<file path="src/rtl/core/rsq_pkg.sv">
`timescale 1ns / 1ps
// ----------------------------------------------------------------------------
// rsq_pkg
// Shared types, codes and constants of the reflectance sort queue controller.
// ----------------------------------------------------------------------------
package rsq_pkg;

  localparam int QUEUE_DEPTH_DEF = 64;

  localparam logic [10:0] ALUM_LIMIT_RST  = 11'd300;
  localparam logic [10:0] STEEL_LIMIT_RST = 11'd800;
  localparam logic [10:0] WHITE_LIMIT_RST = 11'd920;
  localparam logic [7:0]  QTURN_RST       = 8'd50;
  localparam logic [10:0] MIN_REFLECT_RST = 11'd1024;

  localparam logic [1:0] REG_ALUM_LIMIT  = 2'd0;
  localparam logic [1:0] REG_STEEL_LIMIT = 2'd1;
  localparam logic [1:0] REG_WHITE_LIMIT = 2'd2;
  localparam logic [1:0] REG_QTURN       = 2'd3;

  typedef enum logic [1:0] {
    CLS_BLACK = 2'd0,
    CLS_STEEL = 2'd1,
    CLS_WHITE = 2'd2,
    CLS_ALUM  = 2'd3
  } class_t;

  typedef enum logic [1:0] {
    OP_START  = 2'd0,
    OP_SAMPLE = 2'd1,
    OP_END    = 2'd2,
    OP_GATE   = 2'd3
  } op_t;

  typedef struct packed {
    logic [10:0] alum_limit;
    logic [10:0] steel_limit;
    logic [10:0] white_limit;
    logic [7:0]  quarter_turn_steps;
  } cfg_t;

  typedef struct packed {
    logic   push;
    logic   pop;
    class_t cls;
  } queue_req_t;

  typedef struct packed {
    class_t head;
    class_t next;
    logic   empty;
    logic   multi;
  } queue_stat_t;

  typedef struct packed {
    logic [8:0] steps;
    logic       cw;
  } turn_t;

  typedef struct packed {
    logic [1:0]  item_class;
    logic        item_valid;
    logic [8:0]  first_turn_steps;
    logic        first_turn_cw;
    logic [8:0]  second_turn_steps;
    logic        second_turn_cw;
    logic [1:0]  tray_position;
    logic [6:0]  queue_count;
    logic [15:0] black_total;
    logic [15:0] steel_total;
    logic [15:0] white_total;
    logic [15:0] alum_total;
  } out_payload_t;

  function automatic turn_t turn_calc(logic [1:0] from, class_t target, logic [7:0] qts);
    logic [1:0] d;
    turn_t      t;
    d = from - 2'(target);
    t = '0;
    case (d)
      2'd1: begin
        t.steps = {1'b0, qts};
        t.cw    = 1'b1;
      end
      2'd2: begin
        t.steps = {qts, 1'b0};
        t.cw    = 1'b1;
      end
      2'd3: begin
        t.steps = {1'b0, qts};
        t.cw    = 1'b0;
      end
      default: t = '0;
    endcase
    return t;
  endfunction

endpackage

</file>
<file path="src/rtl/core/rsq_if.sv">
`timescale 1ns / 1ps
// ----------------------------------------------------------------------------
// rsq_in_if / rsq_out_if
// Valid/ready channels for events in and step results out.
// ----------------------------------------------------------------------------
interface rsq_in_if;
  logic       valid;
  logic       ready;
  logic [1:0] operation;
  logic [9:0] sample;

  modport source (output valid, output operation, output sample, input ready);
  modport sink   (input valid, input operation, input sample, output ready);
endinterface

interface rsq_out_if;
  logic        valid;
  logic        ready;
  logic [1:0]  item_class;
  logic        item_valid;
  logic [8:0]  first_turn_steps;
  logic        first_turn_cw;
  logic [8:0]  second_turn_steps;
  logic        second_turn_cw;
  logic [1:0]  tray_position;
  logic [6:0]  queue_count;
  logic [15:0] black_total;
  logic [15:0] steel_total;
  logic [15:0] white_total;
  logic [15:0] alum_total;

  modport source (
    output valid, input ready,
    output item_class, output item_valid, output first_turn_steps, output first_turn_cw,
    output second_turn_steps, output second_turn_cw, output tray_position,
    output queue_count, output black_total, output steel_total, output white_total,
    output alum_total
  );
  modport sink (
    input valid, output ready,
    input item_class, input item_valid, input first_turn_steps, input first_turn_cw,
    input second_turn_steps, input second_turn_cw, input tray_position,
    input queue_count, input black_total, input steel_total, input white_total,
    input alum_total
  );
endinterface

</file>
<file path="src/rtl/core/rsq_cfg.sv">
`timescale 1ns / 1ps
// ----------------------------------------------------------------------------
// rsq_cfg
// APB register bank for the class thresholds and the quarter turn step count.
// ----------------------------------------------------------------------------
module rsq_cfg (
  input  logic          clk,
  input  logic          rst_n,
  input  logic          psel,
  input  logic          penable,
  input  logic          pwrite,
  input  logic [3:0]    paddr,
  input  logic [31:0]   pwdata,
  output logic [31:0]   prdata,
  output logic          pready,
  output rsq_pkg::cfg_t cfg
);

  rsq_pkg::cfg_t cfg_r;
  rsq_pkg::cfg_t cfg_nxt;
  logic          wr_en;
  logic [1:0]    reg_idx;

  assign pready  = 1'b1;
  assign wr_en   = psel && penable && pwrite;
  assign reg_idx = paddr[3:2];
  assign cfg     = cfg_r;

  always_comb begin
    cfg_nxt = cfg_r;
    if (wr_en) begin
      case (reg_idx)
        rsq_pkg::REG_ALUM_LIMIT:  cfg_nxt.alum_limit         = pwdata[10:0];
        rsq_pkg::REG_STEEL_LIMIT: cfg_nxt.steel_limit        = pwdata[10:0];
        rsq_pkg::REG_WHITE_LIMIT: cfg_nxt.white_limit        = pwdata[10:0];
        rsq_pkg::REG_QTURN:       cfg_nxt.quarter_turn_steps = pwdata[7:0];
        default:                  cfg_nxt = cfg_r;
      endcase
    end
  end

  always_comb begin
    case (reg_idx)
      rsq_pkg::REG_ALUM_LIMIT:  prdata = {21'd0, cfg_r.alum_limit};
      rsq_pkg::REG_STEEL_LIMIT: prdata = {21'd0, cfg_r.steel_limit};
      rsq_pkg::REG_WHITE_LIMIT: prdata = {21'd0, cfg_r.white_limit};
      rsq_pkg::REG_QTURN:       prdata = {24'd0, cfg_r.quarter_turn_steps};
      default:                  prdata = '0;
    endcase
  end

  always_ff @(posedge clk) begin
    if (!rst_n) begin
      cfg_r.alum_limit         <= rsq_pkg::ALUM_LIMIT_RST;
      cfg_r.steel_limit        <= rsq_pkg::STEEL_LIMIT_RST;
      cfg_r.white_limit        <= rsq_pkg::WHITE_LIMIT_RST;
      cfg_r.quarter_turn_steps <= rsq_pkg::QTURN_RST;
    end else begin
      cfg_r <= cfg_nxt;
    end
  end

endmodule

</file>
<file path="src/rtl/core/rsq_cell.sv">
`timescale 1ns / 1ps
// ----------------------------------------------------------------------------
// rsq_cell
// One slot of the class queue: loads on a push to its slot, takes its upper
// neighbour's class on a pop.
// ----------------------------------------------------------------------------
module rsq_cell #(
  parameter int FILL_W = 7,
  parameter int IDX    = 0
) (
  input  logic              clk,
  input  logic [FILL_W-1:0] fill,
  input  logic              push,
  input  logic              pop,
  input  rsq_pkg::class_t   push_cls,
  input  rsq_pkg::class_t   upper_cls,
  output rsq_pkg::class_t   cls
);

  rsq_pkg::class_t cls_r;
  rsq_pkg::class_t cls_nxt;

  assign cls = cls_r;

  always_comb begin
    cls_nxt = cls_r;
    if (pop) begin
      cls_nxt = upper_cls;
    end else if (push && (fill == FILL_W'(IDX))) begin
      cls_nxt = push_cls;
    end
  end

  always_ff @(posedge clk) begin
    cls_r <= cls_nxt;
  end

endmodule

</file>
<file path="src/rtl/core/rsq_queue.sv">
`timescale 1ns / 1ps
// ----------------------------------------------------------------------------
// rsq_queue
// Class queue built as a chain of cells; the head is always in the first cell.
// ----------------------------------------------------------------------------
module rsq_queue #(
  parameter int QUEUE_DEPTH = rsq_pkg::QUEUE_DEPTH_DEF,
  parameter int FILL_W      = $clog2(QUEUE_DEPTH + 1)
) (
  input  logic                 clk,
  input  logic                 rst_n,
  input  rsq_pkg::queue_req_t  req,
  output rsq_pkg::queue_stat_t stat,
  output logic [FILL_W-1:0]    fill_nxt
);

  logic [FILL_W-1:0] fill_r;
  logic              push_ok;
  logic              pop_ok;
  rsq_pkg::class_t   cells [QUEUE_DEPTH];

  assign push_ok = req.push && (fill_r != FILL_W'(QUEUE_DEPTH));
  assign pop_ok  = req.pop && (fill_r != '0);

  always_comb begin
    fill_nxt = fill_r;
    if (push_ok) begin
      fill_nxt = fill_r + FILL_W'(1);
    end else if (pop_ok) begin
      fill_nxt = fill_r - FILL_W'(1);
    end
  end

  for (genvar i = 0; i < QUEUE_DEPTH; i++) begin : g_cell
    rsq_pkg::class_t upper;
    if (i == QUEUE_DEPTH - 1) begin : g_last
      assign upper = rsq_pkg::CLS_BLACK;
    end else begin : g_mid
      assign upper = cells[i+1];
    end
    rsq_cell #(
      .FILL_W (FILL_W),
      .IDX    (i)
    ) u_cell (
      .clk       (clk),
      .fill      (fill_r),
      .push      (push_ok),
      .pop       (pop_ok),
      .push_cls  (req.cls),
      .upper_cls (upper),
      .cls       (cells[i])
    );
  end

  assign stat.head  = cells[0];
  assign stat.next  = cells[1];
  assign stat.empty = (fill_r == '0);
  assign stat.multi = (fill_r > FILL_W'(1));

  always_ff @(posedge clk) begin
    if (!rst_n) begin
      fill_r <= '0;
    end else begin
      fill_r <= fill_nxt;
    end
  end

endmodule

</file>
<file path="src/rtl/core/reflectance_sort_queue_controller.sv">
`timescale 1ns / 1ps
// ----------------------------------------------------------------------------
// reflectance_sort_queue_controller
// Event-driven sorter control: reflectance minimum, class queue, tray turns.
//
// Events arrive on in_ch (operation, sample) with a valid/ready transfer.
// Each accepted event yields exactly one result on out_ch in the next cycle:
// class, turns for the tray, tray position, queue fill and per-class totals.
// One event per cycle is taken unless out_ch stalls; the whole update of the
// minimum, the queue cells, the tray and the totals is done in the cycle of
// the transfer and lands in the output register.
// in_ch.ready is high while the output register is empty or is being read
// in the same cycle, so a stalled receiver holds the result and stops input
// after one event; nothing is lost or repeated.
// Thresholds and the quarter turn step count are APB registers at byte
// addresses 0, 4, 8 and 12, written by the user only while the block is idle;
// the block does not enforce this. Reset (rst_n low, synchronous) empties the
// queue, homes the tray on the black bin, clears the totals, sets the minimum
// to 1024 and loads the register defaults; no clearing pass is needed.
// ----------------------------------------------------------------------------
module reflectance_sort_queue_controller #(
  parameter int QUEUE_DEPTH = rsq_pkg::QUEUE_DEPTH_DEF
) (
  input  logic        clk,
  input  logic        rst_n,
  rsq_in_if.sink      in_ch,
  rsq_out_if.source   out_ch,
  input  logic        psel,
  input  logic        penable,
  input  logic        pwrite,
  input  logic [3:0]  paddr,
  input  logic [31:0] pwdata,
  output logic [31:0] prdata,
  output logic        pready
);

  localparam int FILL_W = $clog2(QUEUE_DEPTH + 1);

  rsq_pkg::cfg_t        cfg;
  rsq_pkg::queue_req_t  qreq;
  rsq_pkg::queue_stat_t qstat;
  logic [FILL_W-1:0]    fill_nxt;

  logic                 out_valid_r;
  logic                 out_valid_nxt;
  rsq_pkg::out_payload_t out_r;
  rsq_pkg::out_payload_t out_nxt;
  logic [10:0]          min_r;
  logic [10:0]          min_nxt;
  logic [1:0]           tray_r;
  logic [1:0]           tray_nxt;
  logic [15:0]          cnt_r   [4];
  logic [15:0]          cnt_nxt [4];
  logic                 xfer_in;
  rsq_pkg::op_t         op;
  rsq_pkg::class_t      end_cls;
  rsq_pkg::turn_t       t1;
  rsq_pkg::turn_t       t2;

  rsq_cfg u_cfg (
    .clk     (clk),
    .rst_n   (rst_n),
    .psel    (psel),
    .penable (penable),
    .pwrite  (pwrite),
    .paddr   (paddr),
    .pwdata  (pwdata),
    .prdata  (prdata),
    .pready  (pready),
    .cfg     (cfg)
  );

  rsq_queue #(
    .QUEUE_DEPTH (QUEUE_DEPTH),
    .FILL_W      (FILL_W)
  ) u_queue (
    .clk      (clk),
    .rst_n    (rst_n),
    .req      (qreq),
    .stat     (qstat),
    .fill_nxt (fill_nxt)
  );

  assign in_ch.ready = !out_valid_r || out_ch.ready;
  assign xfer_in     = in_ch.valid && in_ch.ready;
  assign op          = rsq_pkg::op_t'(in_ch.operation);

  always_comb begin
    if (min_r < cfg.alum_limit) begin
      end_cls = rsq_pkg::CLS_ALUM;
    end else if (min_r < cfg.steel_limit) begin
      end_cls = rsq_pkg::CLS_STEEL;
    end else if (min_r < cfg.white_limit) begin
      end_cls = rsq_pkg::CLS_WHITE;
    end else begin
      end_cls = rsq_pkg::CLS_BLACK;
    end
  end

  assign t1 = rsq_pkg::turn_calc(tray_r, qstat.head, cfg.quarter_turn_steps);
  assign t2 = rsq_pkg::turn_calc(qstat.head, qstat.next, cfg.quarter_turn_steps);

  always_comb begin
    qreq.push = 1'b0;
    qreq.pop  = 1'b0;
    qreq.cls  = end_cls;
    min_nxt   = min_r;
    tray_nxt  = tray_r;
    for (int k = 0; k < 4; k++) begin
      cnt_nxt[k] = cnt_r[k];
    end
    out_nxt            = '0;
    out_nxt.item_class = rsq_pkg::CLS_BLACK;

    if (xfer_in) begin
      case (op)
        rsq_pkg::OP_START: begin
          min_nxt = rsq_pkg::MIN_REFLECT_RST;
        end
        rsq_pkg::OP_SAMPLE: begin
          if ({1'b0, in_ch.sample} < min_r) begin
            min_nxt = {1'b0, in_ch.sample};
          end
        end
        rsq_pkg::OP_END: begin
          qreq.push          = 1'b1;
          out_nxt.item_class = end_cls;
          out_nxt.item_valid = 1'b1;
        end
        rsq_pkg::OP_GATE: begin
          if (!qstat.empty) begin
            qreq.pop = 1'b1;
            if (cnt_r[qstat.head] != 16'hFFFF) begin
              cnt_nxt[qstat.head] = cnt_r[qstat.head] + 16'd1;
            end
            out_nxt.item_class       = qstat.head;
            out_nxt.item_valid       = 1'b1;
            out_nxt.first_turn_steps = t1.steps;
            out_nxt.first_turn_cw    = t1.cw;
            tray_nxt                 = qstat.head;
            if (qstat.multi) begin
              out_nxt.second_turn_steps = t2.steps;
              out_nxt.second_turn_cw    = t2.cw;
              tray_nxt                  = qstat.next;
            end
          end
        end
        default: min_nxt = min_r;
      endcase
    end

    out_nxt.tray_position = tray_nxt;
    out_nxt.queue_count   = 7'(fill_nxt);
    out_nxt.black_total   = cnt_nxt[rsq_pkg::CLS_BLACK];
    out_nxt.steel_total   = cnt_nxt[rsq_pkg::CLS_STEEL];
    out_nxt.white_total   = cnt_nxt[rsq_pkg::CLS_WHITE];
    out_nxt.alum_total    = cnt_nxt[rsq_pkg::CLS_ALUM];
  end

  always_comb begin
    out_valid_nxt = out_valid_r;
    if (xfer_in) begin
      out_valid_nxt = 1'b1;
    end else if (out_ch.ready) begin
      out_valid_nxt = 1'b0;
    end
  end

  always_ff @(posedge clk) begin
    if (!rst_n) begin
      out_valid_r <= 1'b0;
      min_r       <= rsq_pkg::MIN_REFLECT_RST;
      tray_r      <= rsq_pkg::CLS_BLACK;
      for (int k = 0; k < 4; k++) begin
        cnt_r[k] <= '0;
      end
    end else begin
      out_valid_r <= out_valid_nxt;
      min_r       <= min_nxt;
      tray_r      <= tray_nxt;
      for (int k = 0; k < 4; k++) begin
        cnt_r[k] <= cnt_nxt[k];
      end
    end
  end

  always_ff @(posedge clk) begin
    if (xfer_in) begin
      out_r <= out_nxt;
    end
  end

  assign out_ch.valid             = out_valid_r;
  assign out_ch.item_class        = out_r.item_class;
  assign out_ch.item_valid        = out_r.item_valid;
  assign out_ch.first_turn_steps  = out_r.first_turn_steps;
  assign out_ch.first_turn_cw     = out_r.first_turn_cw;
  assign out_ch.second_turn_steps = out_r.second_turn_steps;
  assign out_ch.second_turn_cw    = out_r.second_turn_cw;
  assign out_ch.tray_position     = out_r.tray_position;
  assign out_ch.queue_count       = out_r.queue_count;
  assign out_ch.black_total       = out_r.black_total;
  assign out_ch.steel_total       = out_r.steel_total;
  assign out_ch.white_total       = out_r.white_total;
  assign out_ch.alum_total        = out_r.alum_total;

endmodule

</file>
<file path="src/flat_wrapper.sv">
// flat-port wrapper written by rule: the top's interface ports become plain ports
module reflectance_sort_queue_controller_flat 
#(
  parameter int QUEUE_DEPTH = rsq_pkg::QUEUE_DEPTH_DEF
)
  (clk, rst_n, psel, penable, pwrite, paddr, pwdata, prdata, pready, in_ch_valid, in_ch_operation, in_ch_sample, in_ch_ready, out_ch_valid, out_ch_ready, out_ch_item_class, out_ch_item_valid, out_ch_first_turn_steps, out_ch_first_turn_cw, out_ch_second_turn_steps, out_ch_second_turn_cw, out_ch_tray_position, out_ch_queue_count, out_ch_black_total, out_ch_steel_total, out_ch_white_total, out_ch_alum_total);
  rsq_in_if in_ch_i ();
  rsq_out_if out_ch_i ();
  input  logic clk;
  input  logic rst_n;
  input  logic psel;
  input  logic penable;
  input  logic pwrite;
  input  logic [3:0] paddr;
  input  logic [31:0] pwdata;
  output logic [31:0] prdata;
  output logic pready;
  input wire logic [$bits(in_ch_i.valid)-1:0] in_ch_valid;
  input wire logic [$bits(in_ch_i.operation)-1:0] in_ch_operation;
  input wire logic [$bits(in_ch_i.sample)-1:0] in_ch_sample;
  output wire logic [$bits(in_ch_i.ready)-1:0] in_ch_ready;
  output wire logic [$bits(out_ch_i.valid)-1:0] out_ch_valid;
  input wire logic [$bits(out_ch_i.ready)-1:0] out_ch_ready;
  output wire logic [$bits(out_ch_i.item_class)-1:0] out_ch_item_class;
  output wire logic [$bits(out_ch_i.item_valid)-1:0] out_ch_item_valid;
  output wire logic [$bits(out_ch_i.first_turn_steps)-1:0] out_ch_first_turn_steps;
  output wire logic [$bits(out_ch_i.first_turn_cw)-1:0] out_ch_first_turn_cw;
  output wire logic [$bits(out_ch_i.second_turn_steps)-1:0] out_ch_second_turn_steps;
  output wire logic [$bits(out_ch_i.second_turn_cw)-1:0] out_ch_second_turn_cw;
  output wire logic [$bits(out_ch_i.tray_position)-1:0] out_ch_tray_position;
  output wire logic [$bits(out_ch_i.queue_count)-1:0] out_ch_queue_count;
  output wire logic [$bits(out_ch_i.black_total)-1:0] out_ch_black_total;
  output wire logic [$bits(out_ch_i.steel_total)-1:0] out_ch_steel_total;
  output wire logic [$bits(out_ch_i.white_total)-1:0] out_ch_white_total;
  output wire logic [$bits(out_ch_i.alum_total)-1:0] out_ch_alum_total;
  assign in_ch_i.valid = in_ch_valid;
  assign in_ch_i.operation = in_ch_operation;
  assign in_ch_i.sample = in_ch_sample;
  assign in_ch_ready = in_ch_i.ready;
  assign out_ch_valid = out_ch_i.valid;
  assign out_ch_i.ready = out_ch_ready;
  assign out_ch_item_class = out_ch_i.item_class;
  assign out_ch_item_valid = out_ch_i.item_valid;
  assign out_ch_first_turn_steps = out_ch_i.first_turn_steps;
  assign out_ch_first_turn_cw = out_ch_i.first_turn_cw;
  assign out_ch_second_turn_steps = out_ch_i.second_turn_steps;
  assign out_ch_second_turn_cw = out_ch_i.second_turn_cw;
  assign out_ch_tray_position = out_ch_i.tray_position;
  assign out_ch_queue_count = out_ch_i.queue_count;
  assign out_ch_black_total = out_ch_i.black_total;
  assign out_ch_steel_total = out_ch_i.steel_total;
  assign out_ch_white_total = out_ch_i.white_total;
  assign out_ch_alum_total = out_ch_i.alum_total;
  reflectance_sort_queue_controller #(.QUEUE_DEPTH(QUEUE_DEPTH)) u_core (.clk(clk), .rst_n(rst_n), .in_ch(in_ch_i), .out_ch(out_ch_i), .psel(psel), .penable(penable), .pwrite(pwrite), .paddr(paddr), .pwdata(pwdata), .prdata(prdata), .pready(pready));
endmodule
</file>
<file path="config.mk">
export PLATFORM = sky130hd
export DESIGN_NAME = reflectance_sort_queue_controller_flat
export DESIGN_NICKNAME = d
export VERILOG_FILES = /design/src/rtl/core/rsq_pkg.sv /design/src/rtl/core/rsq_if.sv /design/src/rtl/core/rsq_cfg.sv /design/src/rtl/core/rsq_cell.sv /design/src/rtl/core/rsq_queue.sv /design/src/rtl/core/reflectance_sort_queue_controller.sv /design/src/flat_wrapper.sv
export SDC_FILE = /design/constraint.sdc
export NUM_CORES = 1
export LEC_CHECK = 0
export ABC_CLOCK_PERIOD_IN_PS = 7700
export CELL_PAD_IN_SITES_DETAIL_PLACEMENT = 0
export CELL_PAD_IN_SITES_GLOBAL_PLACEMENT = 1
export CORE_MARGIN = 3
export CORE_UTILIZATION = 54
export CTS_BUF_LIST = sky130_fd_sc_hd__clkbuf_4 sky130_fd_sc_hd__clkbuf_8 sky130_fd_sc_hd__clkbuf_16
export DETAILED_ROUTE_END_ITERATION = 8
export DONT_BUFFER_PORTS = 1
export GPL_ROUTABILITY_DRIVEN = 1
export PLACE_DENSITY = 0.94
export SYNTH_ARGS = -nofsm -noshare
export SYNTH_HDL_FRONTEND = slang
export SYNTH_SLANG_ARGS = --single-unit
</file>
<file path="constraint.sdc">
create_clock -name clk -period 7.7 [get_ports clk]
set_clock_uncertainty 0.2 [all_clocks]
set_input_delay 0.385 -clock clk [delete_from_list [all_inputs] [get_ports clk]]
set_output_delay 0.385 -clock clk [all_outputs]
set_load 0.02 [all_outputs]
</file>
* Yosys cells after proc, flatten, opt, wreduce, memory -nomap -nowiden
Memory sizes are Yosys's and may differ from the RTL's. A register that Yosys moved wholly into a read port is not among the register bits. Cells that the tools add are included.
Cells by class: muxes and demuxes 163, multiply operators 0, bitwise logic cells 7, divide/modulo/power cells 0, order comparisons 7, add/sub/neg operators 5, equal/unequal tests 78, shift operators 0, reduce and logical (&&, ||, !) cells 148
Operator list (number):
- 2-bit two-way mux | 135
- 64-bit two-way mux | 4
- 7-bit by 6-bit == test with 1-bit output, second input constant | 32
- 2-bit nonzero test | 65
- 32-bit one-hot mux with 4 select lines | 1
- 7-bit by 5-bit == test with 1-bit output, second input constant | 16
- 16-bit two-way mux | 5
- 1-bit logical AND | 70
- 64-bit bitwise mux | 1
- 10-bit one-hot mux with 3 select lines | 2
- 7-bit by 4-bit == test with 1-bit output, second input constant | 8
- 11-bit < comparator | 3
- 16-bit demux with 2-bit select | 1
- 7-bit by 3-bit == test with 1-bit output, second input constant | 4
- 23-bit two-way mux | 1
- 11-bit one-hot mux with 2 select lines | 1
- 16-bit by 1-bit adder with 16-bit output, second input constant | 1
- 2-bit == test, second input constant | 8
- 16-bit != test, second input constant | 1
- 7-bit by 2-bit == test with 1-bit output, second input constant | 2
- 7-bit two-way mux | 2
- 10-bit by 11-bit < comparator with 1-bit output | 1
- 11-bit two-way mux | 1
- 10-bit two-way mux | 1
- 24 further kinds | 42
Word-level totals: ROM bits 0, word-level logic and storage cells 493, flip-flop bits (word level) 286, input port bits 55, memories 1, bits in writable memories 64, output and inout port bits 131, bits in latches 0
Memories:
- u_core.cnt_r | words 4, width 16, rd ports 5, clocked after Yosys merged registers in 1, wr ports 4, RTL line reflectance_sort_queue_controller.sv:52 | logic [15:0] cnt_r [4];

* Longest topological paths before layout
Gate-level depths: netlist (run 1).
word-level depth 11, gate-level depth with buffers 12, depth with buffers taken out 9

* By module
Synthesis (run 1) repeated with hierarchy kept, for this count alone.
Second synthesis, totals: cell total of the unflattened synthesis 1442, area, all modules 18207.5 um^2
Modules (own cells, without submodules):
- reflectance_sort_queue_controller | sequential area each 4444.3 um^2, instances 1, cells an instance 686, area each 8180.3 um^2
- rsq_cfg | sequential area each 820.8 um^2, instances 1, cells an instance 212, area each 2077.0 um^2
- rsq_cell at u_core.u_queue.g_cell[10].u_cell ... | sequential area each 60.1 um^2, instances 16, cells an instance 7, area each 115.1 um^2
- rsq_cell at u_core.u_queue.g_cell[0].u_cell ... | sequential area each 60.1 um^2, instances 16, cells an instance 7, area each 111.4 um^2
- rsq_cell at u_core.u_queue.g_cell[11].u_cell ... | sequential area each 60.1 um^2, instances 8, cells an instance 7, area each 113.9 um^2
- rsq_cell at u_core.u_queue.g_cell[13].u_cell ... | sequential area each 60.1 um^2, instances 7, cells an instance 7, area each 106.4 um^2
- rsq_queue | sequential area each 140.1 um^2, instances 1, cells an instance 96, area each 744.5 um^2
- rsq_cell at u_core.u_queue.g_cell[31].u_cell ... | sequential area each 60.1 um^2, instances 6, cells an instance 7, area each 107.6 um^2
- rsq_cell at u_core.u_queue.g_cell[16].u_cell ... | sequential area each 60.1 um^2, instances 4, cells an instance 7, area each 120.1 um^2
- rsq_cell at u_core.u_queue.g_cell[20].u_cell ... | sequential area each 60.1 um^2, instances 4, cells an instance 7, area each 117.6 um^2
- rsq_cell at u_core.u_queue.g_cell[1].u_cell ... | sequential area each 60.1 um^2, instances 2, cells an instance 7, area each 112.6 um^2
- rsq_cell at u_core.u_queue.g_cell[63].u_cell | sequential area each 60.1 um^2, instances 1, cells an instance 7, area each 105.1 um^2

* Worst setup path after synthesis (run 1)
OpenSTA, ideal clock, no wires.
path type input to register, start point in out_ch_ready, end point reg u_core.u_queue.fill_r[4], required time 7.385 ns, library setup time 0.115 ns, path slack 3.982 ns, data arrival time 3.403 ns, buffers on the path 0, cell stages on the path 6, cell sequence nand2b_1 -> nand2_1 -> inv_1 -> and3_1 -> xor2_1 -> and2_1
Between the ends: cells in the longest elaborated chain, start to end 6, elaborated cells on any way between the ends 7, classes of those cells mux (3); reduce/logical (4)
RTL lines:
- from (decl) | RTL line flat_wrapper.sv:23 | input wire logic [$bits(out_ch_i.ready)-1:0] out_ch_ready;
- 1-bit logical OR (*) | RTL line reflectance_sort_queue_controller.sv:84 | assign in_ch.ready = !out_valid_r || out_ch.ready;
- 1-bit logical AND (*) | RTL line reflectance_sort_queue_controller.sv:85 | assign xfer_in = in_ch.valid && in_ch.ready;
- 2-bit two-way mux (*) | RTL line reflectance_sort_queue_controller.sv:115 | if (xfer_in) begin
- 1-bit logical AND | RTL line rsq_queue.sv:23 | assign pop_ok = req.pop && (fill_r != '0);
- 7-bit two-way mux | RTL line rsq_queue.sv:29 | end else if (pop_ok) begin
- 7-bit two-way mux (*) | RTL line rsq_queue.sv:27 | if (push_ok) begin
- via u_core.fill_nxt[4] | RTL line reflectance_sort_queue_controller.sv:42 | logic [FILL_W-1:0] fill_nxt;
- to (signal assigned) | RTL line rsq_queue.sv:64 | fill_r <= fill_nxt;
- to (decl) | RTL line rsq_queue.sv:17 | logic [FILL_W-1:0] fill_r;
The timed path passes the listed nets; every way through them passes the cells marked *. A chain may end at the register's enable or synchronous reset.

* Worst setup path in the final report (run 1)
start point reg u_core.u_queue.fill_r[0], end point reg u_core.u_queue.fill_r[5]
Between the ends: cells in the longest elaborated chain, start to end 7, elaborated cells on any way between the ends 12, classes of those cells add/sub (2); eq/ne (1); mux (5); reduce/logical (4)
RTL lines:
- 7-bit zero test | RTL line rsq_queue.sv:57 | assign stat.empty = (fill_r == '0);
- 1-bit two-way mux | RTL line reflectance_sort_queue_controller.sv:131 | if (!qstat.empty) begin
- 1-bit two-way mux | RTL line reflectance_sort_queue_controller.sv:116 | case (op)
- 2-bit two-way mux | RTL line reflectance_sort_queue_controller.sv:115
- 1-bit logical AND | RTL line rsq_queue.sv:23
- 7-bit two-way mux | RTL line rsq_queue.sv:29
- 7-bit two-way mux (*) | RTL line rsq_queue.sv:27
- via u_core.fill_nxt[5] | RTL line reflectance_sort_queue_controller.sv:42
Marks and branches as above.

==> impl_metrics.yaml, run 1 <==
die:
  die_area_um2: 32100
  fp.dieW_um: 179
  initial_core_util_pct: 55.6
  die_y_um: 179
  num_io_pins: 186
  coreArea_um2: 29100
  row_count: 62
worst_setup_path:
  worstPathRequired_ps: 7970
  cp_max_fo: 94
  cp_num_cells: 10
  cp_num_buf_inv: 2
  critPathLaunchType: "flop"
  critPathMostFrequentCell: "a21oi_1"
  endpoint_kind: "flop"
  reg2regPathDepth: 10
  path_delay_family: "simple AND/OR/NAND/NOR gates"
  arrival_ps: 4490
  critPathSlowestCell: "a21oi_1"
  worstPathCellList: "inv_1 > ha_1 > nor3b_1 > a21oi_1 > nand3_4 > buf_4 > nor4_1 > a21oi_1 > xnor2_1 > and2_1"
  crit_type: "reg -> reg"
  max_stage_delay_ps: 670
timing:
  max_slew_margin_pct: 15.8
  worstMarginPinSlew_ps: 1260
  finalSetupViolations: 0
  fmax_mhz: 237
  period_share_pct: 54.8
  rsz0062_at_grt: "false"
  finalSetupTns_ps: 0
  fin_hold_ws_ps: 19.0
  finalWorstSetupSlack_ps: 3480
  finalHoldViolCount: 0
  final_max_slew_viol_count: 0
  min_period_ps: 4220
synthesis:
  synth_most_common_cell: "nor2_1"
  yosysTopAreaCell: "edfxtp_1"
  synthXorXnorAreaFrac_pct: 1.25
  async_flop_share_pct: 0
  yosys_warnings: 0
  synthesis.area_um2: 16200
  synth_ff_type: "edfxtp_1"
  ys_seq_area_share_pct: 57.3
  synth_mux_area_share_pct: 6.53
  synth_compound_area_share_pct: 10.2
  yosys-top-cells-count: "nor2_1, edfxtp_1, dfxtp_1, nand2_1, a21oi_1"
  avgSynthCellArea_um2: 10.6
  synth_fa_ha_area_share_pct: 4.18
  synth_top_family_by_area: "simple AND/OR/NAND/NOR gates"
  synth_edf_count: 222
  synth_top_area_share_pct: 41.2
  synth_simple_gate_area_share_pct: 15.5
  synth_cells: 1520
  ys_ff_latch: 352
  synthTopCellsByArea: "edfxtp_1, dfxtp_1, nor2_1"
  synth_cell_types: 63
power_and_ir_drop:
  peakVddDrop_mv: 0.150
  finalPower_mw: 4.42
  combPwrFrac_pct: 7.0
  p_sw_share_pct: 22.9
  power.net_switching_mw: 1.01
  pwr-share-seq_pct: 48.8
  p_clk_share_pct: 44.2
  p_int_mw: 3.40
  p_per_area_nw_per_um2: 246
  p_leak_nw: 6.87
clock_network:
  cts-resized-gates: 0
  cts_buffers: 38
  cts-htree-levels: 2
  clock_sinks: 352
  post_cts_buffers: 0
  cts-root-buf: "clkbuf_16"
  clk_pin_slew_ps: 60
  clk_latency_ps: 530
  cts_buffer_depth: 3
  cts_tree: "built"
grt:
  grt_pass1_wl_mm: 58.4
  grt_max_degree: 127
  grtUsageTotal_pct: 23.0
  grt_pass1_vias: 10700
  grt-ovfl-total: 0
  antenna_found_initial: 1
layout:
  final_layout_size_suffix_gt1_share_pct: 9.38
  fill_cells: 2301
  syn_to_final_growth_pct: 10.8
  fin_cells: 1909
  layout.nets: 1604
min_path:
  holdPathStages: 3
  worst_hold_path_type: "in -> reg"
placement:
  post-place-ws_ps: 3530
  placed_cells: 1812
  hpwlAfterDp_mm: 23.5
  gp_congestion: 0.871
  io_buffer_count: 0
job:
  drv_cap: 0
status:
  status: "complete, no violations"
routing:
  via_per_inst: 5.76
  via_count: 11000
  drc: 0
  first_iter_violations: 1106
  dr.pass1.iters: 5
  drt_wl_total_mm: 36.6
  ant_nets: 0
  wl_per_cell_um: 19.2
flip-flops by register name, summed over array words and instances (netlist names), named ones only:
register,cells
u_core.cnt_r,64
u_core.min_r,11
u_core.out_ch.alum_total,16
u_core.out_ch.black_total,16
u_core.out_ch.first_turn_cw,1
u_core.out_ch.first_turn_steps,9
u_core.out_ch.item_class,2
u_core.out_ch.item_valid,1
u_core.out_ch.queue_count,7
u_core.out_ch.second_turn_cw,1
u_core.out_ch.second_turn_steps,9
u_core.out_ch.steel_total,16
u_core.out_ch.tray_position,2
u_core.out_ch.valid,1
u_core.out_ch.white_total,16
u_core.tray_r,2
u_core.u_cfg.cfg,41
u_core.u_queue.fill_r,7
u_core.u_queue.g_cell.u_cell.cls,128
cells by family (layout without fill, tap and decap cells):
logic type,after synthesis,after routing
AO/OA/AOI/OAI,289,289
XOR/XNOR,23,23
flip-flops,352,352
multiplexers,71,71
buffers and inverters,179,163
adder cells (fa/ha/maj),54,54
AND/OR/NAND/NOR,550,550
other,2,23
area by class of cell:
cell class	instances	area [µm²]	area share, %
clock inverters	18	272	1.51
well taps	384	480	2.68
repair buffers	38	370	2.07
clock buffers	51	1100	6.12
flip-flops and latches	352	9270	51.7
multi-input cells	1009	6220	34.7
diodes	1	2.50	0.0140
inverters	56	213	1.19
metal layers:
layer / track usage (%) / part of all wire, %
met1: 31.4 / 43
met2: 37.9 / 48
met3: 4.64 / 7.0
met4: 5.78 / 2.1
met5: 0 / 0
stage by stage:
stage,utilization [%],instance area [µm²]
floorplan,-,16300
global placement,55.9,16300
detailed placement,55.9,16300
CTS,61.6,17900
global route,61.6,17900
finish,61.6,17900
tightest hold or removal path: stages:
cell	delay, ps
nor3b_2	130
nand2_1	100
a21boi_0	60
cell usage in the layout (no fill, tap or decap), types with 19 or more instances in the layout:
| cell | count |
|---|---|
| nor2_1 | 267 |
| edfxtp_1 | 222 |
| dfxtp_1 | 130 |
| nand2_1 | 129 |
| a21oi_1 | 118 |
| o21ai_0 | 89 |
| and2_1 | 62 |
| inv_1 | 55 |
| ha_1 | 54 |
| clkbuf_16 | 39 |
| dlygate4sd3_1 | 26 |
| mux2_2 | 24 |
| mux2i_1 | 23 |
| a21boi_0 | 23 |
| conb_1 | 22 |
| mux4_2 | 20 |
| nand3_1 | 19 |
power groups by stage:
stage          combinational, mW  clock [mW]  sequential [mW]
6_report                   0.309        1.95             2.15
5_1_grt                    0.345        2.05             2.16
4_1_cts                    0.309        1.98             2.15
3_5_place_dp               0.283           0             2.19
3_3_place_gp               0.274           0             2.19
2_1_floorplan              0.244           0             2.18
timing repair:
action / CTS / global route
endpoints found under the hold margin: 128 / 0
hold buffers: 27 / 0
setup endpoints to repair: 0 / 0
worst paths after layout:
check | from | endpoint | slack, ps
max reg2reg | u_core.u_queue.fill_r[0] | u_core.u_queue.fill_r[5] | 3480
max | u_core.u_queue.fill_r[0] | u_core.u_queue.fill_r[5] | 3480
min reg2reg | u_core.u_cfg.cfg[14] | u_core.u_cfg.cfg[14] | 280
min | paddr[2] | u_core.u_cfg.cfg[8] | 20
No activity file was read; power rests on OpenSTA's default activity.
==> run 2: changes to the inputs <==
Settings changed: ABC_CLOCK_PERIOD_IN_PS 7700 to 3550, CORE_UTILIZATION 54 to 45, PLACE_DENSITY 0.94 to 0.84.
Clock period 7.7 ns to 3.55 ns, I/O delays scaled along.
==> impl_metrics.yaml, run 2 (synthesis gave the netlist of run 1 again) <==
status:
  status: "complete, no violations"
placement:
  post-place-ws_ps: 411
  placed_cells: 1904
  gp_congestion: 0.830
  hpwlAfterDp_mm: 24.6
  io_buffer_count: 0
worst_setup_path:
  worstPathCellList: "ha_1 > a21o_1 > a21oi_1 > o21ai_0 > a31o_2 > a21oi_4 > buf_4 > a21oi_1"
  endpoint_kind: "flop"
  critPathSlowestCell: "a21oi_4"
  critPathLaunchType: "flop"
  crit_type: "reg -> reg"
  cp_max_fo: 25
  arrival_ps: 3200
  max_stage_delay_ps: 620
  critPathMostFrequentCell: "a21oi_1"
  worstPathRequired_ps: 3600
grt:
  antenna_found_initial: 0
  grt_pass1_vias: 10800
  grt-ovfl-total: 0
  grt_max_degree: 158
  grt_pass1_wl_mm: 59.3
  grtUsageTotal_pct: 19.1
layout:
  final_common_cell: "nor2_1"
  final_cell_mix: "nor2_1, edfxtp_1, dfxtp_1"
  final_layout_size_suffix_gt1_share_pct: 10.7
  fin_cells: 2021
  syn_to_final_growth_pct: 13.2
  layout.nets: 1645
  largest_reg_flops: 128
  num_antenna_cells: 0
timing:
  worstMarginPinSlew_ps: 1090
  min_period_ps: 3150
  final_max_slew_viol_count: 0
  finalSetupTns_ps: 0
  rsz0062_at_grt: "false"
  finalHoldViolCount: 0
  period_share_pct: 88.7
  fin_hold_ws_ps: 4.74
  fmax_mhz: 318
  finalSetupViolations: 0
  finalWorstSetupSlack_ps: 401
  max_slew_margin_pct: 27.0
clock_network:
  cts_buffers: 39
  clk_pin_slew_ps: 60
  clk_latency_ps: 530
  cts-htree-levels: 2
  post_cts_buffers: 0
  cts-root-buf: "clkbuf_16"
  cts_buffer_depth: 3
  clock_sinks: 352
  cts_tree: "built"
die:
  die_area_um2: 38300
  initial_core_util_pct: 46.3
  coreArea_um2: 35000
  num_io_pins: 186
  row_count: 68
  die_y_um: 196
  fp.dieW_um: 196
routing:
  dr.pass1.iters: 7
  drt_wl_total_mm: 37.4
  wl_per_cell_um: 18.5
  via_count: 11100
  via_per_inst: 5.49
  first_iter_violations: 877
  drc: 0
  ant_nets: 0
power_and_ir_drop:
  p_per_area_nw_per_um2: 508
  peakVddDrop_mv: 0.355
  p_leak_nw: 7.00
job:
  drv_cap: 0
min_path:
  worst_hold_path_type: "in -> reg"
-- run 2: report_power, final --
| part | total [mW] | switching, mW | leakage [nW] | internal [mW] |
|---|---|---|---|---|
| Combinational | 0.715 | 0.452 | 3.21 | 0.263 |
| Sequential | 4.66 | 0.142 | 3.17 | 4.52 |
| Clock | 3.93 | 1.66 | 0.614 | 2.27 |
-- run 2: what timing repair did --
action,CTS,global route
hold buffers,46,0
endpoints found under the hold margin,135,0
gates resized for setup,0,0
endpoints found under the setup margin,0,0
-- run 2: area by class of cell --
type / instances / area (µm²)
Timing Repair Buffer: 78 / 781
Tap cell: 455 / 569
Clock buffer: 49 / 1090
Fill cell: 2981 / 16700
Sequential cell: 352 / 9270
Multi-Input combinational cell: 1009 / 6220
Inverter: 56 / 214
Clock inverter: 22 / 171
-- run 2: final timing paths --
| check | startpoint | cells past startpoint | end | slack [ps] |
|---|---|---|---|---|
| max | u_core.min_r[4] | 8 | u_core.u_queue.g_cell[26].u_cell.cls[1] | 400 |
| min | psel | 3 | u_core.u_cfg.cfg[14] | 5 |
| max reg2reg | u_core.min_r[4] | 8 | u_core.u_queue.g_cell[26].u_cell.cls[1] | 400 |
| min reg2reg | u_core.u_cfg.cfg[34] | 2 | u_core.u_cfg.cfg[34] | 280 |
-- run 2: stage by stage --
step	util [%]	power [mW]	instance area, µm²
floorplan	-	5.25	16300
global placement	47.4	5.38	16600
detailed placement	47.4	5.40	16600
CTS	52.4	9.39	18300
global route	52.4	9.64	18300
finish	52.4	9.31	18300
-- run 2: routing by layer --
metal	vias to the layer above	GRT usage (%)	routed length, µm
li1	5286	-	-
met1	5361	26.4	16000
met2	371	30.5	17500
met3	70	3.80	2750
met4	0	6.07	1070
met5	-	0	0
-- run 2: worst max-delay path: cells and delay by family, from the launching register on --
kind                       cells  cell delay, ps
adders and majority gates      1             290
DFF                            1             430
AOI/OAI and AO/OA              6            1600
buffers and inverters          1             350
